--- src/hw/rtl/thermal_talus_erosion_assert.svh ---
`ifndef THERMAL_TALUS_EROSION_ASSERT_SVH
`define THERMAL_TALUS_EROSION_ASSERT_SVH

// Checks sampled on clk_i, held off while rst_ni is low.
`define TTE_ASSERT(lbl, prop, msg) \
  lbl: assert property (@(posedge clk_i) disable iff (!rst_ni) (prop)) else $error(msg);

// Condition pre in one cycle implies post in the next.
`define TTE_ASSERT_NEXT(lbl, pre, post, msg) \
  lbl: assert property (@(posedge clk_i) disable iff (!rst_ni) (pre) |=> (post)) else $error(msg);

`endif

--- src/hw/rtl/tte_alu.sv ---
module tte_alu #(
  parameter int HEIGHT_BITS = 16,
  parameter int AW          = 20
) (
  input  logic [AW-1:0]          a_i,
  input  logic [AW-1:0]          b_i,
  input  logic                   sub_i,
  output logic [AW-1:0]          sum_o,
  output logic                   neg_o,
  output logic [HEIGHT_BITS-1:0] sat_h_o,
  output logic [15:0]            sat16_o
);

  localparam int HB = HEIGHT_BITS;

  logic ovf_h;
  logic ovf_16;

  assign sum_o = sub_i ? (a_i - b_i) : (a_i + b_i);
  assign neg_o = sum_o[AW-1];

  // out of range when the upper bits are not a pure sign extension
  assign ovf_h  = (|sum_o[AW-1:HB-1]) && !(&sum_o[AW-1:HB-1]);
  assign ovf_16 = (|sum_o[AW-1:15]) && !(&sum_o[AW-1:15]);

  assign sat_h_o = ovf_h ? {sum_o[AW-1], {(HB-1){~sum_o[AW-1]}}} : sum_o[HB-1:0];
  assign sat16_o = ovf_16 ? {sum_o[AW-1], {15{~sum_o[AW-1]}}} : sum_o[15:0];

endmodule

--- config.mk ---
export PLATFORM = sky130hd
export DESIGN_NAME = tte_alu
export DESIGN_NICKNAME = d
export VERILOG_FILES = /design/src/hw/rtl/thermal_talus_erosion_assert.svh /design/src/hw/rtl/tte_alu.sv
export SDC_FILE = /design/constraint.sdc
export NUM_CORES = 1
export LEC_CHECK = 0
export BUFFER_PORTS_ARGS = -buffer_cell sky130_fd_sc_hd__buf_2
export CORE_ASPECT_RATIO = 1.4
export CORE_MARGIN = 2
export CORE_UTILIZATION = 35
export DETAILED_ROUTE_END_ITERATION = 8
export SLEW_MARGIN = 20
export SYNTH_ARGS = -nofsm -noshare
export SYNTH_HDL_FRONTEND = slang
export SYNTH_SLANG_ARGS = --single-unit
export TNS_END_PERCENT = 100
--- constraint.sdc ---
create_clock -name vclk -period 10.25
set_clock_uncertainty 0.15 [all_clocks]
set_input_delay 3.075 -clock vclk [all_inputs]
set_output_delay 3.075 -clock vclk [all_outputs]
set_load 0.03 [all_outputs]
==> impl_metrics.ini, run 1 <==
[finish]
nClkBuffers = 0
syn_to_final_growth_pct = 29.3
nFlopsAndLatches = 0
drive_gt1_frac = 0.388
postLayoutCellArea_um2 = 2650
nNetsFinal = 438
n_antenna_cell = 0
seqCellArea_um2 = 0

[flow_run]
maxCapViolations = 0

[timing]
period_share = 0.984
hold_viol_final = 0
tns_ns = 0
slew_headroom = 0.683
final.setup.worst_slack_ns = 0.162
setup_viol_count_final = 0
period_needed_ns = 10.09
worst_pin_slew_ns = 0.476
finalMaxSlewViolations = 0
max_freq_mhz = 99.1

[floorplan]
dieArea_um2 = 6480
io_pins = 94
dieHeight_um = 94.5
die_x_um = 68.6
row_count = 33
initial_utilization = 0.357
core_um2 = 5740

[critical_path]
cp_slowest_stage_delay_ns = 0.62
crit_required_ns = 7.03
cp-end-kind = primary output
cp_slowest_cell = or4_1
start_kind = primary input
critPathTopFamily = simple AND/OR/NAND/NOR gates
crit_fanout = 6
crit_type = in -> out
cp.arrival_ns = 6.86
crit_buf_inv = 5
path_cells = buf_2, or4_1, nor2_1, buf_4, a21oi_1, xnor2_1, ha_1, buf_4, a21oi_1, o21ai_0, nor3_1, a21oi_1, xor2_2, and4_1, buf_4, nand2_1, a21oi_4, buf_2

[yosys]
synthDistinctLibCells = 52
syn_area_um2 = 2050
ys_seq_area_frac = 0
synth.avg_cell_area_um2 = 7.11
yosysWarningCount = 0
yosys.area.top_type = ha_1
yosysMostFrequentCell = a21oi_1
synth_common_cells = a21oi_1 (32), xnor2_1 (28), nand2_1 (21), ha_1 (20), nor2_1 (20)
synth_top_area_share = 0.122
synth_nets = 350
synth_area_leaders = ha_1 (12%), xnor2_1 (12%), a21oi_1 (7.8%)
syn_inst = 288

[pwr]
p_per_area_nw_per_um2 = 184
power_leakage_nw = 1.21
vdd_drop_max_uv = 71.5

[placement]
portBuffers = 94
hpwl_um = 5000
dpl_cell_area_um2 = 2570
pre_cts_slack_ns = 0.0615
place.gp.congestion = 0.892

[cts]
postCtsHoldBufs = 0

[global_route]
antenna_found_initial = 0
grt_pass1_vias = 2025
overflow = 0
grt_max_degree = 23
track_usage = 0.165
grt_first_pass_wirelength_um = 8650

[min_path]
worstHoldEndpoint = sum_o[0]
hp-start = b_i[0]
hold_path_class = in -> out
hold_depth = 4

[status]
status = finished clean

[routing]
drtIter0Drc = 76
drc = 0
routedWlPerCell_um = 13.2
drt_wl_total_um = 5860
avgViaCountPerCell = 5.16
drt_first_pass_iters = 4
antenna_left = 0
vias = 2289
logic make-up after synthesis:
| logic type | Yosys count | share of synthesized area |
|---|---|---|
| fa+ha+maj | 21 | 0.132 |
| simple gates | 97 | 0.259 |
| xor+xnor | 35 | 0.150 |
| mux | 3 | 0.0171 |
| buf+inv | 45 | 0.127 |
| compound gates | 87 | 0.316 |
final cells by class:
class	instances	area, µm²
Multi-Input combinational cell	244	1870
Timing Repair Buffer	114	626
Tap cell	70	87.6
Inverter	16	60.1
Fill cell	630	3090
per-stage QoR:
step           cells  total power [mW]   util  hold WS [ns]
6_report         444             0.487  0.461          6.47
5_1_grt          444             0.523  0.461          6.48
4_1_cts          441             0.475  0.448          6.47
3_5_place_dp     441             0.474  0.448          6.47
3_3_place_gp     441             0.472  0.448          6.47
2_1_floorplan    288             0.389      -          6.23
worst max path at each step:
stage	startpoint	end	slack, ns	depth (start not counted)
floorplan	b_i[5]	sat_h_o[3]	-0.04	16
global placement	b_i[5]	sat16_o[1]	0.11	18
detailed placement	b_i[5]	sat_h_o[0]	0.06	16
CTS	b_i[5]	sat_h_o[0]	0.05	16
global route	b_i[5]	sat16_o[12]	-0.03	16
finish	b_i[7]	sat_h_o[5]	0.16	18
metal layers:
metal	track usage	part of all wire	wire length, µm	vias to the layer above
li1	-	-	-	1189
met1	0.203	0.42	2440	1031
met2	0.312	0.53	3100	58
met3	0	0.033	196	11
met4	0.0317	0.020	116	0
met5	0	0	0	-
repair_timing:
item	CTS	global route
setup buffers	0	2
resized for setup	0	11
setup endpoints to repair	0	30
cell usage in the layout (no fill, tap or decap), types with 3 or more instances in the layout:
| master | n |
|---|---|
| xor2_1 | 6 |
| and4_1 | 3 |
| nand2_1 | 21 |
| buf_2 | 92 |
| a31oi_1 | 5 |
| a21oi_2 | 3 |
| nand4_1 | 4 |
| nor2_1 | 19 |
| buf_4 | 20 |
| a21oi_4 | 9 |
| a21oi_1 | 29 |
| o21ai_0 | 12 |
| ha_1 | 19 |
| o21a_1 | 6 |
| a21o_1 | 4 |
| nor3_1 | 10 |
| inv_1 | 16 |
| o31ai_1 | 3 |
| nand3_1 | 7 |
| nor2b_1 | 14 |
| xnor2_1 | 26 |
report_power, final:
group | switching, mW | total [mW] | internal, mW
Clock | 0 | 0 | 0
Sequential | 0 | 0 | 0
Combinational | 0.322 | 0.487 | 0.165
Total | 0.322 | 0.487 | 0.165
No activity file was read; power rests on OpenSTA's default activity.
==> run 2: changes to the inputs <==
--- a/config.mk
+++ b/config.mk
@@ -6,7 +6,7 @@
 export NUM_CORES = 1
 export LEC_CHECK = 0
 export BUFFER_PORTS_ARGS = -buffer_cell sky130_fd_sc_hd__buf_2
-export CORE_ASPECT_RATIO = 1.4
+export CORE_ASPECT_RATIO = 0.6
 export CORE_MARGIN = 2
 export CORE_UTILIZATION = 35
 export DETAILED_ROUTE_END_ITERATION = 8
==> impl_metrics.ini, run 2 (synthesis gave the netlist of run 1 again) <==
[pwr]
vdd_drop_max_uv = 96.7
comb_power_share = 1.000
total_power_mw = 0.488
p_per_area_nw_per_um2 = 184
switching_power_mw = 0.326
internal-power_mw = 0.162
swShare = 0.667
power_leakage_nw = 1.20
seqPwrFrac = 0
clockPowerShare = 0

[routing]
drc = 0
routedWlPerCell_um = 14.1
avgViaCountPerCell = 5.21
antenna_left = 0
drt_first_pass_iters = 4
drt_wl_total_um = 6370
drtIter0Drc = 94
vias = 2353

[critical_path]
crit_fanout = 9
cp_slowest_stage_delay_ns = 0.61
startpoint = b_i[7]
path_cells = buf_2, or4_1, nor2_2, a21oi_1, xnor2_1, ha_1, buf_4, nand3_1, nand2_1, a221o_1, a311o_1, o41ai_4, and3b_2, buf_6, a21oi_4, buf_2
crit_top_cell = buf_2
crit_required_ns = 7.03
cp-end-kind = primary output
crit_cells = 16
crit_type = in -> out
cp_slowest_cell = or4_1
crit_buf_inv = 4
start_kind = primary input
cp.arrival_ns = 6.92
worstSetupEndpoint = sat16_o[10]
critPathTopFamily = compound AO/OA/AOI/OAI gates

[timing]
setup_viol_count_final = 0
worst_pin_slew_ns = 0.498
hold_ws_ns = 6.46
period_share = 0.990
hold_viol_final = 0
finalMaxSlewViolations = 0
slew_headroom = 0.668
max_freq_mhz = 98.5
period_needed_ns = 10.15
tns_ns = 0
final.setup.worst_slack_ns = 0.100

[global_route]
overflow = 0
antenna_found_initial = 0
met1_usage = 0.282
grt_first_pass_wirelength_um = 9830
grt_max_degree = 23
top_usage_layer = met2
track_usage = 0.183
grt.met3_usage = 0.0111
grt_pass1_vias = 2140
use_met2 = 0.290

[floorplan]
row_count = 21
initial_utilization = 0.366
dieHeight_um = 63.2
dieArea_um2 = 6500
io_pins = 94
die_x_um = 103
core_um2 = 5600

[finish]
drive_gt1_frac = 0.392
fin_cells = 452
syn_to_final_growth_pct = 29.9
layout_common_cells = buf_2 (94), a21oi_1 (28), xnor2_1 (26), nand2_1 (21), ha_1 (19)
postLayoutCellArea_um2 = 2660
seqCellArea_um2 = 0
nClkBuffers = 0
final_common_cell = buf_2
fin_util = 0.475
nFlopsAndLatches = 0
nNetsFinal = 436
n_antenna_cell = 0

[cts]
postCtsHoldBufs = 0

[placement]
dpl_cell_area_um2 = 2580
place.gp.congestion = 0.861
pre_cts_slack_ns = -0.0518
hpwl_um = 5320
dp_cells = 448
portBuffers = 94

[min_path]
hold_depth = 4
hold_path_class = in -> out

[flow_run]
maxCapViolations = 0

[status]
status = finished clean
[run 2: cell count changes in the layout (fill, tap and decap cells not counted), moves of 2 or more]
| cell | before | now |
|---|---|---|
| clkbuf_4 | 2 | 0 |
| buf_4 | 20 | 16 |
| buf_2 | 92 | 94 |
| nor4_2 | 0 | 2 |
[run 2: layout make-up]
type / instances / area (µm²)
Timing Repair Buffer: 112 / 622
Inverter: 16 / 60.1
Tap cell: 80 / 100
Multi-Input combinational cell: 244 / 1880
Fill cell: 587 / 2940
[run 2: metal layers]
metal | up-vias | wire (µm)
met5 | - | 0
met4 | 0 | 59
met3 | 6 | 561
met2 | 113 | 2600
met1 | 1048 | 3150
li1 | 1186 | -
[run 2: power groups by stage]
stage / clock network (mW) / logic (mW) / registers (mW)
finish: 0 / 0.488 / 0
global route: 0 / 0.522 / 0
CTS: 0 / 0.479 / 0
detailed placement: 0 / 0.475 / 0
global placement: 0 / 0.472 / 0
floorplan: 0 / 0.389 / 0
[run 2: worst min-delay path by stage]
| stage | startpoint | slack (ns) | endpoint |
|---|---|---|---|
| floorplan | b_i[0] | 6.23 | sum_o[0] |
| global placement | b_i[0] | 6.45 | sum_o[0] |
| detailed placement | b_i[0] | 6.46 | sum_o[0] |
| CTS | b_i[0] | 6.46 | sum_o[0] |
| global route | b_i[0] | 6.49 | sum_o[0] |
| finish | b_i[0] | 6.46 | sum_o[0] |
[run 2: repair_timing]
| action | CTS | global route |
|---|---|---|
| endpoints found under the setup margin | 18 | 30 |
| pin swaps | 0 | 1 |
| buffers inserted | 0 | 3 |
| resized for setup | 3 | 10 |
| cloned | 0 | 1 |
==> run 3: changes to the inputs <==
--- a/config.mk
+++ b/config.mk
@@ -5,11 +5,13 @@
 export SDC_FILE = /design/constraint.sdc
 export NUM_CORES = 1
 export LEC_CHECK = 0
+export ABC_AREA = 1
 export BUFFER_PORTS_ARGS = -buffer_cell sky130_fd_sc_hd__buf_2
 export CORE_ASPECT_RATIO = 0.6
 export CORE_MARGIN = 2
-export CORE_UTILIZATION = 35
+export CORE_UTILIZATION = 50
 export DETAILED_ROUTE_END_ITERATION = 8
+export PLACE_DENSITY = 0.85
 export SLEW_MARGIN = 20
 export SYNTH_ARGS = -nofsm -noshare
 export SYNTH_HDL_FRONTEND = slang
==> impl_metrics.ini, run 3 <==
[floorplan]
initial_utilization = 0.532
dieHeight_um = 52.9
row_count = 17
core_um2 = 3740
dieArea_um2 = 4520
io_pins = 94
die_x_um = 85.5

[yosys]
yosysWarningCount = 0
syn_area_um2 = 1990
synth_area_leaders = nand2_1 (23%), ha_1 (13%), inv_1 (11%)
synth_top_area_share = 0.230
synthMuxAreaShare = 0
ys_seq_area_frac = 0
synthSimpleGateAreaFrac = 0.443
synth_common_cells = nand2_1 (122), inv_1 (60), nor2_1 (28), xor2_1 (24), ha_1 (20)
synth_top_family_by_area = simple AND/OR/NAND/NOR gates
synthDistinctLibCells = 32
yosysMostFrequentCell = nand2_1
synth.avg_cell_area_um2 = 5.50
synth_compound_area_frac = 0.0823
synth_fa_ha_area_frac = 0.136
syn_inst = 362
yosys.area.top_type = nand2_1
synth_nets = 424
yosys.area_share.xor_xnor = 0.136

[critical_path]
crit_type = in -> out
start_kind = primary input
cp.arrival_ns = 6.28
critPathTopFamily = simple AND/OR/NAND/NOR gates
path_cells = buf_2, inv_1, ha_1, nand2_1, nor3_1, nand2_1, o21ai_0, o21ai_0, xor2_1, ha_1, nand2_1, nor2_1, and2_1, nand2_1, nand2_1, nand2_1, nand2_1, nand3_2, nand2_4, nand2_1, nand2_1, buf_2
crit_buf_inv = 3
crit_top_cell = nand2_1
cp_slowest_stage_delay_ns = 0.41
crit_cells = 22
cp_slowest_cell = ha_1
crit_required_ns = 7.03
crit_fanout = 15
cp-end-kind = primary output

[global_route]
grt.met3_usage = 0.00624
overflow = 0
grt_max_degree = 16
top_usage_layer = met1
met1_usage = 0.354
use_met2 = 0.328
track_usage = 0.217
grt_pass1_vias = 1813
antenna_found_initial = 0
grt_first_pass_wirelength_um = 8040

[routing]
drt_wl_total_um = 5150
antenna_left = 0
avgViaCountPerCell = 4.84
routedWlPerCell_um = 10.7
drtIter0Drc = 114
drc = 0
vias = 2333
drt_first_pass_iters = 4

[cts]
post_cts_resize_count = 0
post_cts_buffers = 0
postCtsHoldBufs = 0

[timing]
finalMaxSlewViolations = 0
max_freq_mhz = 105
hold_viol_final = 0
setup_viol_count_final = 0
worst_pin_slew_ns = 0.519
grt_setup_unrepaired = no
period_needed_ns = 9.51
tns_ns = 0
period_share = 0.927
hold_ws_ns = 6.45
slew_headroom = 0.650

[min_path]
hold_depth = 4
hold_path_class = in -> out

[placement]
place.gp.congestion = 0.891
portBuffers = 94
hpwl_um = 4680

[finish]
nFlopsAndLatches = 0
num-fill-cells = 393
nNetsFinal = 499
seqCellArea_um2 = 0
drive_gt1_frac = 0.276
fin_util = 0.629
nClkBuffers = 0
layout_common_cells = nand2_1 (122), buf_2 (94), inv_1 (60), nor2_1 (28), xor2_1 (24)
final_common_cell = nand2_1
syn_to_final_growth_pct = 18.2
n_antenna_cell = 0

[flow_run]
maxCapViolations = 0

[status]
status = finished clean

[pwr]
vdd_drop_max_uv = 149
power_leakage_nw = 1.48
p_per_area_nw_per_um2 = 172
==> run 3: cell types whose count changed in the layout (fill, tap and decap cells not counted), sizes merged, moves of 4 or more <==
cell | previous run | this run
a21oi | 41 | 16
nand2 | 21 | 136
nor3 | 10 | 3
inv | 16 | 63
nor2 | 21 | 30
a31oi | 5 | 1
nand3 | 7 | 18
xnor2 | 28 | 7
nor2b | 14 | 0
a21o | 4 | 0
o21a | 6 | 0
buf | 112 | 94
or4 | 4 | 0
xor2 | 7 | 24
==> run 3: cells by family after synthesis <==
kind of cell               count (synthesis)
and+or+nand+nor                          195
buffers and inverters                     84
AOI/OAI and AO/OA                         31
xor gates and xnor gates                  31
adders and majority gates                 21
==> run 3: report_power, final <==
part           switching, mW  internal [mW]  leakage (nW)  total [mW]
clock network              0              0             0           0
logic                  0.293          0.113          1.48       0.406
registers                  0              0             0           0
total                  0.293          0.113          1.48       0.406
==> run 3: path summary, 6_finish.rpt <==
| kind | from | endpoint | slack [ns] |
|---|---|---|---|
| setup / recovery | b_i[0] | sat_h_o[9] | 0.74 |
| hold / removal | b_i[0] | sum_o[0] | 6.45 |
==> run 3: area by class of cell <==
| class | instances | area, µm² | area share |
|---|---|---|---|
| multi-input cells | 278 | 1590 | 0.675 |
| repair buffers | 94 | 470 | 0.200 |
| inverters | 63 | 236 | 0.100 |
| well taps | 47 | 58.8 | 0.0250 |
==> run 3: layer usage <==
layer	vias up	wire [µm]
met4	0	0
met5	-	0
met1	984	2840
met2	110	1860
met3	0	447
li1	1239	-
==> run 3: tightest hold or removal path: stages <==
cell and delay (ns):
buf_2 0.09, ha_1 0.14, inv_1 0.05, buf_2 0.17
==> run 3: per-stage QoR <==
| stage | total power, mW | cells | setup WS [ns] | instance area (µm²) |
|---|---|---|---|---|
| after floorplan | 0.338 | 362 | 0.778 | 1990 |
| after global placement | 0.401 | 482 | 0.875 | 2350 |
| after detailed placement | 0.405 | 482 | 0.776 | 2350 |
| after CTS | 0.405 | 482 | 0.768 | 2350 |
| after global routing | 0.438 | 482 | 0.352 | 2350 |
| final | 0.406 | 482 | 0.744 | 2350 |
