<file path="config.mk">
export PLATFORM = sky130hd
export DESIGN_NAME = tte_seq
export DESIGN_NICKNAME = d
export VERILOG_FILES = /design/src/hw/rtl/thermal_talus_erosion_assert.svh /design/src/hw/rtl/tte_pkg.sv /design/src/hw/rtl/tte_seq.sv
export SDC_FILE = /design/constraint.sdc
export NUM_CORES = 1
export LEC_CHECK = 0
export BUFFER_PORTS_ARGS = -buffer_cell sky130_fd_sc_hd__buf_2
export CAP_MARGIN = 20
export CORE_AREA = 2 2 112 114
export DETAILED_ROUTE_END_ITERATION = 16
export DIE_AREA = 0 0 114 116
export PLACE_DENSITY_LB_ADDON = 0.15
export SYNTH_ARGS = -nofsm -noshare
export SYNTH_HDL_FRONTEND = slang
export SYNTH_SLANG_ARGS = --single-unit
</file>
<file path="constraint.sdc">
create_clock -name clk_i -period 8.24 [get_ports clk_i]
set_clock_uncertainty 0.2 [all_clocks]
set_input_delay 2.06 -clock clk_i [delete_from_list [all_inputs] [get_ports clk_i]]
set_output_delay 2.06 -clock clk_i [all_outputs]
set_load 0.005 [all_outputs]
</file>
<file path="src/hw/rtl/thermal_talus_erosion_assert.svh">
`ifndef THERMAL_TALUS_EROSION_ASSERT_SVH
`define THERMAL_TALUS_EROSION_ASSERT_SVH

// Checks sampled on clk_i, held off while rst_ni is low.
`define TTE_ASSERT(lbl, prop, msg) \
  lbl: assert property (@(posedge clk_i) disable iff (!rst_ni) (prop)) else $error(msg);

// Condition pre in one cycle implies post in the next.
`define TTE_ASSERT_NEXT(lbl, pre, post, msg) \
  lbl: assert property (@(posedge clk_i) disable iff (!rst_ni) (pre) |=> (post)) else $error(msg);

`endif

</file>
<file path="src/hw/rtl/tte_pkg.sv">
package tte_pkg;

  typedef enum logic [1:0] {
    OP_WRITE = 2'd0,
    OP_READ  = 2'd1,
    OP_RUN   = 2'd2
  } op_e;

  localparam logic [1:0] CFG_GRID_SIZE  = 2'd0;
  localparam logic [1:0] CFG_TALUS      = 2'd1;
  localparam logic [1:0] CFG_SLUMP_RATE = 2'd2;
  localparam logic [1:0] CFG_PASS_COUNT = 2'd3;

  localparam int CFG_DATA_W = 15;

  localparam logic [6:0]  GRID_SIZE_RST = 7'd64;
  localparam logic [14:0] TALUS_RST     = 15'd256;
  localparam logic [8:0]  RATE_RST      = 9'd128;
  localparam logic [7:0]  PASS_RST      = 8'd1;
  localparam logic [8:0]  RATE_ONE      = 9'd256;

  // rate product is shifted by 9: Q1.8 rate times one half
  localparam int MOVE_SHIFT = 9;

  typedef enum logic [3:0] {
    ST_CLEAR,
    ST_IDLE,
    ST_READ,
    ST_START,
    ST_SCAN,
    ST_DROP,
    ST_TALUS,
    ST_MUL,
    ST_DHERE,
    ST_DLOW_RD,
    ST_DLOW_WR,
    ST_APPLY_RD,
    ST_APPLY_WR,
    ST_DONE
  } state_e;

  typedef enum logic [2:0] {
    ALU_PASS_IN,
    ALU_PASS_RD,
    ALU_CMP,
    ALU_DROP,
    ALU_TALUS,
    ALU_DSUB,
    ALU_DADD,
    ALU_APPLY
  } alu_sel_e;

  typedef enum logic [1:0] {
    DIR_XP,
    DIR_XN,
    DIR_ZP,
    DIR_ZN
  } dir_e;

  typedef struct packed {
    logic       in_ready;
    logic       host;
    logic       h_rd;
    logic       h_wr;
    logic       d_rd;
    logic       d_wr;
    logic       d_zero;
    alu_sel_e   alu_sel;
    logic       ld_here;
    logic       ld_nb;
    logic       ld_drop;
    logic       ld_excess;
    logic       ld_prod;
    logic       out_ld;
    logic [1:0] out_op;
  } ctrl_t;

  typedef struct packed {
    logic       in_valid;
    logic [1:0] op;
    logic       out_free;
    logic       nb_lower;
    logic       excess_pos;
  } stat_t;

endpackage

</file>
<file path="src/hw/rtl/tte_seq.sv">
module tte_seq #(
  parameter int GRID_MAX = 64
) (
  input  logic                              clk_i,
  input  logic                              rst_ni,
  input  logic [6:0]                        grid_size_i,
  input  logic [7:0]                        pass_count_i,
  input  tte_pkg::stat_t                    stat_i,
  output tte_pkg::ctrl_t                    ctrl_o,
  output logic [2*$clog2(GRID_MAX)-1:0]     addr_o
);

  localparam int CW = $clog2(GRID_MAX);
  localparam int NW = $clog2(GRID_MAX + 1);
  localparam int AB = 2 * CW;

  localparam logic [2:0] SCAN_HERE     = 3'd0;
  localparam logic [2:0] SCAN_TAKE     = 3'd1;
  localparam logic [2:0] SCAN_FIRST_NB = 3'd2;
  localparam logic [2:0] SCAN_LAST     = 3'd5;

  tte_pkg::state_e state_q, state_d;
  tte_pkg::dir_e   dir_q, dir_d;
  logic [CW-1:0]   x_q, x_d, z_q, z_d;
  logic [2:0]      k_q, k_d;
  logic [7:0]      p_q, p_d;
  logic [NW-1:0]   n_q, n_d;
  logic [AB-1:0]   clr_q, clr_d;

  logic          accept;
  logic [NW-1:0] n_clip, x_ext, z_ext;
  logic          x_int_last, z_int_last, x_edge_last, z_edge_last;
  logic          cell_last, apply_last, p_last;
  logic [CW-1:0] x_nxt_int, z_nxt_int, x_nxt_all, z_nxt_all;
  logic [2:0]    k_m1, k_nb;

  function automatic logic [AB-1:0] nb_addr(input logic [CW-1:0] x, input logic [CW-1:0] z,
                                            input tte_pkg::dir_e d);
    logic [AB-1:0] a;
    case (d)
      tte_pkg::DIR_XP: a = {z, x + CW'(1)};
      tte_pkg::DIR_XN: a = {z, x - CW'(1)};
      tte_pkg::DIR_ZP: a = {z + CW'(1), x};
      tte_pkg::DIR_ZN: a = {z - CW'(1), x};
      default:         a = {z, x};
    endcase
    return a;
  endfunction

  assign accept = stat_i.in_valid && stat_i.out_free && (state_q == tte_pkg::ST_IDLE);
  assign n_clip = (32'(grid_size_i) > GRID_MAX) ? NW'(GRID_MAX) : NW'(grid_size_i);

  assign x_ext       = NW'(x_q);
  assign z_ext       = NW'(z_q);
  assign x_int_last  = (x_ext == n_q - NW'(2));
  assign z_int_last  = (z_ext == n_q - NW'(2));
  assign x_edge_last = (x_ext == n_q - NW'(1));
  assign z_edge_last = (z_ext == n_q - NW'(1));
  assign cell_last   = x_int_last && z_int_last;
  assign apply_last  = x_edge_last && z_edge_last;
  assign p_last      = ((p_q + 8'd1) == pass_count_i);

  assign x_nxt_int = cell_last ? '0 : (x_int_last ? CW'(1) : x_q + CW'(1));
  assign z_nxt_int = cell_last ? '0 : (x_int_last ? z_q + CW'(1) : z_q);
  assign x_nxt_all = apply_last ? CW'(1) : (x_edge_last ? '0 : x_q + CW'(1));
  assign z_nxt_all = apply_last ? CW'(1) : (x_edge_last ? z_q + CW'(1) : z_q);

  assign k_m1 = k_q - 3'd1;
  assign k_nb = k_q - SCAN_FIRST_NB;

  always_comb begin
    state_d = state_q;
    case (state_q)
      tte_pkg::ST_CLEAR: begin
        if (&clr_q) state_d = tte_pkg::ST_IDLE;
      end
      tte_pkg::ST_IDLE: begin
        if (accept) begin
          case (stat_i.op)
            tte_pkg::OP_READ: state_d = tte_pkg::ST_READ;
            tte_pkg::OP_RUN:  state_d = tte_pkg::ST_START;
            default:          state_d = tte_pkg::ST_IDLE;
          endcase
        end
      end
      tte_pkg::ST_READ: state_d = tte_pkg::ST_IDLE;
      tte_pkg::ST_START: begin
        if (n_q < NW'(3) || pass_count_i == 8'd0) state_d = tte_pkg::ST_DONE;
        else state_d = tte_pkg::ST_SCAN;
      end
      tte_pkg::ST_SCAN: begin
        if (k_q == SCAN_LAST) state_d = tte_pkg::ST_DROP;
      end
      tte_pkg::ST_DROP: state_d = tte_pkg::ST_TALUS;
      tte_pkg::ST_TALUS: begin
        if (stat_i.excess_pos) state_d = tte_pkg::ST_MUL;
        else if (cell_last) state_d = tte_pkg::ST_APPLY_RD;
        else state_d = tte_pkg::ST_SCAN;
      end
      tte_pkg::ST_MUL:     state_d = tte_pkg::ST_DHERE;
      tte_pkg::ST_DHERE:   state_d = tte_pkg::ST_DLOW_RD;
      tte_pkg::ST_DLOW_RD: state_d = tte_pkg::ST_DLOW_WR;
      tte_pkg::ST_DLOW_WR: begin
        if (cell_last) state_d = tte_pkg::ST_APPLY_RD;
        else state_d = tte_pkg::ST_SCAN;
      end
      tte_pkg::ST_APPLY_RD: state_d = tte_pkg::ST_APPLY_WR;
      tte_pkg::ST_APPLY_WR: begin
        if (apply_last) begin
          if (p_last) state_d = tte_pkg::ST_DONE;
          else state_d = tte_pkg::ST_SCAN;
        end else begin
          state_d = tte_pkg::ST_APPLY_RD;
        end
      end
      tte_pkg::ST_DONE: state_d = tte_pkg::ST_IDLE;
      default:          state_d = tte_pkg::ST_IDLE;
    endcase
  end

  always_comb begin
    ctrl_o         = '0;
    ctrl_o.alu_sel = tte_pkg::ALU_PASS_IN;
    ctrl_o.out_op  = tte_pkg::OP_WRITE;
    addr_o         = {z_q, x_q};
    x_d            = x_q;
    z_d            = z_q;
    k_d            = k_q;
    p_d            = p_q;
    n_d            = n_q;
    dir_d          = dir_q;
    clr_d          = clr_q;
    case (state_q)
      tte_pkg::ST_CLEAR: begin
        ctrl_o.d_wr   = 1'b1;
        ctrl_o.d_zero = 1'b1;
        addr_o        = clr_q;
        clr_d         = clr_q + AB'(1);
      end
      tte_pkg::ST_IDLE: begin
        ctrl_o.in_ready = stat_i.out_free;
        ctrl_o.host     = 1'b1;
        if (accept) begin
          case (stat_i.op)
            tte_pkg::OP_WRITE: begin
              ctrl_o.h_wr   = 1'b1;
              ctrl_o.out_ld = 1'b1;
              ctrl_o.out_op = tte_pkg::OP_WRITE;
            end
            tte_pkg::OP_READ: ctrl_o.h_rd = 1'b1;
            tte_pkg::OP_RUN:  n_d = n_clip;
            default:          n_d = n_q;
          endcase
        end
      end
      tte_pkg::ST_READ: begin
        ctrl_o.alu_sel = tte_pkg::ALU_PASS_RD;
        ctrl_o.out_ld  = 1'b1;
        ctrl_o.out_op  = tte_pkg::OP_READ;
      end
      tte_pkg::ST_START: begin
        x_d = CW'(1);
        z_d = CW'(1);
        k_d = SCAN_HERE;
        p_d = 8'd0;
      end
      tte_pkg::ST_SCAN: begin
        k_d = (k_q == SCAN_LAST) ? SCAN_HERE : k_q + 3'd1;
        if (k_q == SCAN_HERE) begin
          ctrl_o.h_rd = 1'b1;
        end else if (k_q < SCAN_LAST) begin
          ctrl_o.h_rd = 1'b1;
          addr_o      = nb_addr(x_q, z_q, tte_pkg::dir_e'(k_m1[1:0]));
        end
        if (k_q == SCAN_TAKE) ctrl_o.ld_here = 1'b1;
        if (k_q >= SCAN_FIRST_NB) begin
          ctrl_o.ld_nb   = 1'b1;
          ctrl_o.alu_sel = tte_pkg::ALU_CMP;
          if (stat_i.nb_lower) dir_d = tte_pkg::dir_e'(k_nb[1:0]);
        end
      end
      tte_pkg::ST_DROP: begin
        ctrl_o.alu_sel = tte_pkg::ALU_DROP;
        ctrl_o.ld_drop = 1'b1;
      end
      tte_pkg::ST_TALUS: begin
        ctrl_o.alu_sel = tte_pkg::ALU_TALUS;
        if (stat_i.excess_pos) begin
          ctrl_o.ld_excess = 1'b1;
        end else begin
          x_d = x_nxt_int;
          z_d = z_nxt_int;
        end
      end
      tte_pkg::ST_MUL: begin
        ctrl_o.ld_prod = 1'b1;
        ctrl_o.d_rd    = 1'b1;
      end
      tte_pkg::ST_DHERE: begin
        ctrl_o.alu_sel = tte_pkg::ALU_DSUB;
        ctrl_o.d_wr    = 1'b1;
      end
      tte_pkg::ST_DLOW_RD: begin
        ctrl_o.d_rd = 1'b1;
        addr_o      = nb_addr(x_q, z_q, dir_q);
      end
      tte_pkg::ST_DLOW_WR: begin
        ctrl_o.alu_sel = tte_pkg::ALU_DADD;
        ctrl_o.d_wr    = 1'b1;
        addr_o         = nb_addr(x_q, z_q, dir_q);
        x_d            = x_nxt_int;
        z_d            = z_nxt_int;
      end
      tte_pkg::ST_APPLY_RD: begin
        ctrl_o.h_rd = 1'b1;
        ctrl_o.d_rd = 1'b1;
      end
      tte_pkg::ST_APPLY_WR: begin
        ctrl_o.alu_sel = tte_pkg::ALU_APPLY;
        ctrl_o.h_wr    = 1'b1;
        ctrl_o.d_wr    = 1'b1;
        ctrl_o.d_zero  = 1'b1;
        x_d            = x_nxt_all;
        z_d            = z_nxt_all;
        if (apply_last) p_d = p_q + 8'd1;
      end
      tte_pkg::ST_DONE: begin
        ctrl_o.out_ld = 1'b1;
        ctrl_o.out_op = tte_pkg::OP_RUN;
      end
      default: begin
        ctrl_o = '0;
      end
    endcase
  end

  always_ff @(posedge clk_i or negedge rst_ni) begin
    if (!rst_ni) begin
      state_q <= tte_pkg::ST_CLEAR;
      dir_q   <= tte_pkg::DIR_XP;
      x_q     <= '0;
      z_q     <= '0;
      k_q     <= SCAN_HERE;
      p_q     <= 8'd0;
      n_q     <= '0;
      clr_q   <= '0;
    end else begin
      state_q <= state_d;
      dir_q   <= dir_d;
      x_q     <= x_d;
      z_q     <= z_d;
      k_q     <= k_d;
      p_q     <= p_d;
      n_q     <= n_d;
      clr_q   <= clr_d;
    end
  end

endmodule

</file>
==> results of run 1 <==
-- cell usage after synthesis, types with 5 or more instances --
| master | n |
|---|---|
| nor3_1 | 11 |
| buf_2 | 6 |
| nor2b_1 | 13 |
| mux2_2 | 6 |
| xnor2_1 | 21 |
| dfrtp_1 | 48 |
| a211oi_1 | 7 |
| mux2i_1 | 5 |
| nand3_1 | 33 |
| nand3b_1 | 5 |
| o211ai_1 | 5 |
| a221oi_1 | 7 |
| nor2_1 | 64 |
| nor4_1 | 5 |
| nand2_1 | 71 |
| a21o_1 | 7 |
| clkbuf_1 | 34 |
| o22ai_1 | 10 |
| o221ai_1 | 5 |
| o21ai_0 | 44 |
| a31oi_1 | 5 |
| ha_1 | 14 |
| inv_1 | 16 |
| nand2b_1 | 21 |
| nand4_1 | 10 |
| and3_1 | 9 |
| o2bb2ai_1 | 7 |
| a21oi_1 | 31 |
| or2_2 | 6 |
| buf_1 | 5 |
| xor2_1 | 29 |
-- worst paths after layout --
path	from	end	cells past startpoint
min in group asynchronous	rst_ni	n_q[4]	2
max in group asynchronous	rst_ni	clr_q[2]	2
max reg2reg	n_q[2]	p_q[6]	9
min reg2reg	clr_q[11]	clr_q[11]	1
min	clr_q[11]	clr_q[11]	1
max	state_q[1]	addr_o[9]	6
-- layout by cell type, fill, tap and decap left out, types with 6 or more instances in the layout --
cell type,count
nand2_1,71
a211oi_1,7
o2bb2ai_1,7
nor2b_1,13
nand4_1,10
mux2_2,6
xor2_1,29
ha_1,14
dfrtp_1,48
o22ai_1,10
and3_1,9
o21ai_0,44
a21oi_1,31
nand3_1,33
nand2b_1,21
nor3_1,10
buf_2,53
xnor2_1,21
or2_2,6
a221oi_1,7
a21o_1,7
nor2_1,64
inv_1,16
-- worst max-delay path, delay by kind of cell, from the launching register on --
| kind | cells | cell delay, ps |
|---|---|---|
| flip-flops | 1 | 760 |
| buffers and inverters | 1 | 140 |
| AND/OR/NAND/NOR | 1 | 190 |
| AO/OA/AOI/OAI | 4 | 1420 |
-- through the flow --
stage	worst slack [ps]	cells	cell area [um^2]
3_3_place_gp	3200	779	4950
3_5_place_dp	3180	780	4960
4_1_cts	3170	788	5110
6_report	3160	789	5110
5_1_grt	2960	789	5110
2_1_floorplan	3430	626	4700
-- sequential cells by signal, indices dropped and copies added, names as in the netlist --
register  flops
clr_q        12
dir_q         2
k_q           3
n_q           7
p_q           8
state_q       4
x_q           6
z_q           6
-- cell families (layout without fill, tap and decap cells) --
logic type / after synthesis / in the layout / synth area share [%]
xor+xnor: 50 / 50 / 9.32
fa+ha+maj: 14 / 14 / 3.73
simple gates: 260 / 260 / 27.0
buf+inv: 64 / 80 / 5.75
flops: 48 / 48 / 25.6
mux: 11 / 11 / 2.50
compound gates: 179 / 179 / 26.1
-- routing by layer --
layer | vias up | track usage, % | share of wire (%)
met2 | 140 | 33.0 | 45
met1 | 2288 | 30.5 | 48
li1 | 2297 | - | -
met4 | 0 | 5.37 | 1.3
met5 | - | 0 | 0
met3 | 11 | 3.09 | 5.4
-- power breakdown --
part | switching (mW) | total, mW | internal (mW)
registers | 0.184 | 0.475 | 0.290
logic | 0.531 | 0.937 | 0.406
clock network | 0.0977 | 0.219 | 0.122
total | 0.814 | 1.63 | 0.818
-- area by class of cell --
cell class / count / share of cell area (%)
Multi-Input combinational cell: 514 / 63.2
Sequential cell: 48 / 23.5
Timing Repair Buffer: 56 / 5.63
Tap cell: 147 / 3.60
Clock buffer: 8 / 2.86
Inverter: 16 / 1.17
==> flow_metrics.env, run 1 <==
export IMPL_drcViolationCount=0
export IMPL_ir_drop_uv=155
export IMPL_synthCells=626
export IMPL_slowest_stage="dfrtp_1"
export IMPL_crit_required_ps=5980
export IMPL_period_share_pct=61.6
export IMPL_cp_cell_sequence="nor2b_1 -> o21ai_1 -> o21ai_0 -> a221oi_1 -> o21ai_0 -> buf_2"
export IMPL_drive_gt1_share_pct=12.6
export IMPL_synth_cell_types=68
export IMPL_grt_pass1_wl_um=22400
export IMPL_power_total_mw=1.63
export IMPL_synthFlopType="dfrtp_1"
export IMPL_row_count=40
export IMPL_netlist_area_um2=4700
export IMPL_period_needed_ps=5080
export IMPL_clk_pin_slew_ps=70
export IMPL_first_pass_iters=4
export IMPL_die_area_um2=13200
export IMPL_io_buffers=52
export IMPL_synth_warnings=0
export IMPL_routedWlPerCell_um=17.3
export IMPL_cts_resized=0
export IMPL_cts_tree="done"
export IMPL_cts_sinks=48
export IMPL_dp_hpwl_um=9900
export IMPL_routed_wl_um=13600
export IMPL_fin_util_pct=42.9
export IMPL_antenna_found_initial=0
export IMPL_viasPerCell=6.00
export IMPL_tns_ps=0
export IMPL_root_buffer="clkbuf_16"
export IMPL_arrival_ps=2820
export IMPL_setup_viol=0
export IMPL_p_leak_nw=2.20
export IMPL_grt_pass1_vias=4308
export IMPL_globalplace_congestion=0.865
export IMPL_drt_iter0_markers=350
export IMPL_fmax_mhz=197
export IMPL_grt_overflow=0
export IMPL_synth_edf_count=0
export IMPL_synth_top_cell_area_share_pct=25.6
export IMPL_finalHoldViolations=0
export IMPL_core_area_um2=11900
export IMPL_ios=53
export IMPL_ys_seq_area_share_pct=25.6
export IMPL_power_density_nw_per_um2=319
export IMPL_status="finished, final reports clean"
export IMPL_yosysTopAreaCell="dfrtp_1"
export IMPL_synth_seq_cells=48
export IMPL_end_kind="primary output"
export IMPL_cp_common_cell="o21ai_0"
export IMPL_die_x_um=114
export IMPL_clk_latency_ps=300
export IMPL_relSlewSlack_pct=45.1
export IMPL_cp_max_fo=21
export IMPL_worstSetupPathType="reg2out"
export IMPL_postCtsHoldBufs=0
export IMPL_clockBufferDepth=2
export IMPL_gr_usage_all_layers_pct=21.1
export IMPL_fin_hold_ws_ps=302
export IMPL_cts_setup_buffers=0
export IMPL_dr_total_vias=4736
export IMPL_cap_violations=0
export IMPL_syn_num_nets=663
export IMPL_grt_setup_unrepaired="false"
export IMPL_fill_cells=1235
export IMPL_die_height_um=116
export IMPL_drv_slew=0
export IMPL_grt_max_degree=49
export IMPL_diodes=0
export IMPL_slowest_delay_ps=760
export IMPL_synthArstFlopShare_pct=100
export IMPL_start_kind="flop"
export IMPL_synth_area_top_cells="dfrtp_1, nand2_1, xor2_1"
export IMPL_rrSetupSlack_ps=4560
export IMPL_tightest_slew_ps=818
export IMPL_multiInputGateArea_um2=3230
export IMPL_holdCritPathClass="reg2reg"
export IMPL_area_growth_synth_to_final_pct=8.78
export IMPL_initial_core_util_pct=39.5
export IMPL_regArea_um2=1200
export IMPL_cts_htree_levels=2
export IMPL_numCtsBuffers=5
export IMPL_synth_area_per_cell_um2=7.51
export IMPL_nNetsFinal=678
export IMPL_drtAntennaViolNets=0
Note: power is estimated with default switching activity, not from simulation.
==> run 2, diff against run 1 <==
--- a/config.mk
+++ b/config.mk
@@ -5,11 +5,12 @@
 export SDC_FILE = /design/constraint.sdc
 export NUM_CORES = 1
 export LEC_CHECK = 0
+export ABC_AREA = 1
 export BUFFER_PORTS_ARGS = -buffer_cell sky130_fd_sc_hd__buf_2
 export CAP_MARGIN = 20
-export CORE_AREA = 2 2 112 114
+export CORE_AREA = 2 2 110 112
 export DETAILED_ROUTE_END_ITERATION = 16
-export DIE_AREA = 0 0 114 116
+export DIE_AREA = 0 0 112 114
 export PLACE_DENSITY_LB_ADDON = 0.15
 export SYNTH_ARGS = -nofsm -noshare
 export SYNTH_HDL_FRONTEND = slang
==> constraint.sdc (replaced) <==
create_clock -name clk_i -period 4.7 [get_ports clk_i]
set_clock_uncertainty 0.2 [all_clocks]
set_input_delay 1.175 -clock clk_i [delete_from_list [all_inputs] [get_ports clk_i]]
set_output_delay 1.175 -clock clk_i [all_outputs]
set_load 0.005 [all_outputs]
==> flow_metrics.env, run 2 <==
export IMPL_syn_num_nets=759
export IMPL_drt_iter0_markers=298
export IMPL_root_buffer="clkbuf_16"
export IMPL_synth_area_top_cells="dfrtp_1, nand2_1, nand3_1"
export IMPL_synthFlopType="dfrtp_1"
export IMPL_first_pass_iters=5
export IMPL_design_area_um2=5060
export IMPL_synth_cell_types=39
export IMPL_area_growth_synth_to_final_pct=11.6
export IMPL_fmax_mhz=268
export IMPL_routed_wl_um=14700
export IMPL_layout_common_cells="nand2_1, nand3_1, inv_1"
export IMPL_nNetsFinal=805
export IMPL_cts_htree_levels=2
export IMPL_clk_latency_ps=300
export IMPL_synth_seq_cells=48
export IMPL_synth_top_cell_area_share_pct=26.5
export IMPL_ios=53
export IMPL_globalplace_congestion=0.974
export IMPL_initial_core_util_pct=38.7
export IMPL_grt_max_degree=30
export IMPL_ir_drop_uv=301
export IMPL_p_leak_nw=2.59
export IMPL_drv_slew=0
export IMPL_finalHoldViolations=0
export IMPL_synth_warnings=0
export IMPL_yosysTopAreaCell="dfrtp_1"
export IMPL_synthCells=722
export IMPL_clockBufferDepth=2
export IMPL_cts_tree="done"
export IMPL_arrival_ps=2350
export IMPL_cts_sinks=48
export IMPL_row_count=40
export IMPL_reg_top3="clr_q: 12 flops, p_q: 8 flops, n_q: 7 flops"
export IMPL_largest_register="clr_q"
export IMPL_end_kind="primary output"
export IMPL_largest_reg_flops=12
export IMPL_core_area_um2=11700
export IMPL_start_kind="flop"
export IMPL_cts_resized=0
export IMPL_drive_gt1_share_pct=12.9
export IMPL_postCtsHoldBufs=0
export IMPL_period_needed_ps=3730
export IMPL_place_area_um2=4920
export IMPL_routedWlPerCell_um=16.0
export IMPL_ys_seq_area_share_pct=26.5
export IMPL_antenna_found_initial=0
export IMPL_die_x_um=112
export IMPL_worst_hold_path_num_cells=1
export IMPL_synth_most_common_cell="nand2_1"
export IMPL_crit_required_ps=3320
export IMPL_setup_viol=0
export IMPL_netlist_area_um2=4540
export IMPL_tns_ps=0
export IMPL_clk_pin_slew_ps=70
export IMPL_relSlewSlack_pct=57.2
export IMPL_grt_pass1_vias=4618
export IMPL_final_common_cell="nand2_1"
export IMPL_power_density_nw_per_um2=590
export IMPL_numCtsBuffers=5
export IMPL_worstSetupPathType="reg2out"
export IMPL_diodes=0
export IMPL_reg2reg_depth=15
export IMPL_dr_total_vias=4897
export IMPL_die_area_um2=12800
export IMPL_grt_pass1_wl_um=23600
export IMPL_cp_max_fo=6
export IMPL_synth_area_per_cell_um2=6.29
export IMPL_tightest_slew_ps=642
export IMPL_status="finished, final reports clean"
export IMPL_cap_violations=0
export IMPL_dp_hpwl_um=11700
export IMPL_drtAntennaViolNets=0
export IMPL_grt_setup_unrepaired="false"
export IMPL_power_total_mw=2.99
export IMPL_synthArstFlopShare_pct=100
export IMPL_period_share_pct=79.3
export IMPL_holdCritPathClass="reg2reg"
export IMPL_gr_usage_all_layers_pct=23.3
export IMPL_drcViolationCount=0
export IMPL_die_height_um=114
export IMPL_io_buffers=52
export IMPL_grt_overflow=0
export IMPL_fin_util_pct=43.2
export IMPL_cts_setup_buffers=0
export IMPL_synth_edf_count=0
export IMPL_viasPerCell=5.35
export IMPL_synthTopCellsByCount="nand2_1, nand3_1, inv_1"
==> run 2: metrics by stage <==
stage	hold slack [ps]	std cells	worst slack (ps)
CTS	315	916	988
finish	313	916	974
global placement	309	908	1350
detailed placement	305	908	1340
global route	335	916	751
floorplan	263	722	1620
==> run 2: final cells by class <==
| class | count | area [um^2] |
|---|---|---|
| Fill cell | 1254 | 6650 |
| Sequential cell | 48 | 1200 |
| Clock buffer | 5 | 125 |
| Clock inverter | 3 | 23.8 |
| Multi-Input combinational cell | 567 | 2910 |
| Tap cell | 147 | 184 |
| Inverter | 91 | 342 |
| Timing Repair Buffer | 55 | 283 |
==> run 2: path summary, 6_finish.rpt <==
path                            start        end  slack (ps)
max in group asynchronous      rst_ni     n_q[0]        2910
setup / recovery           state_q[2]  addr_o[0]         970
hold / removal              clr_q[10]  clr_q[10]         310
hold reg to reg             clr_q[10]  clr_q[10]         310
min in group asynchronous      rst_ni   clr_q[8]         620
setup reg to reg               n_q[1]     z_q[3]        1770
==> run 2: power breakdown <==
part | internal, mW | leakage, nW | switching [mW]
clock | 0.198 | 0.0660 | 0.175
combinational | 0.631 | 1.90 | 1.24
sequential | 0.525 | 0.629 | 0.220
total | 1.35 | 2.59 | 1.64
==> run 2: logic make-up after synthesis <==
logic type / share of synthesized area [%]
flip-flops: 26.5
XOR/XNOR: 6.18
adder cells (fa/ha/maj): 3.86
buffers and inverters: 9.48
AO/OA/AOI/OAI: 12.9
AND/OR/NAND/NOR: 41.1
==> run 2: worst max-delay path, stage by stage, from the launching register on <==
cell and delay [ps]:
dfrtp_1 430, inv_1 110, nand2_1 120, nor2_1 280, nor2_2 130, o21ai_2 180, inv_1 230, a221oi_1 260
o211ai_1 150, buf_2 150
==> run 2: layer usage <==
metal	track usage [%]	vias up	routed length, um
met4	7.80	0	378
met5	0	-	0
met1	31.1	2282	6840
met2	37.9	133	6640
met3	4.89	23	809
li1	-	2459	-
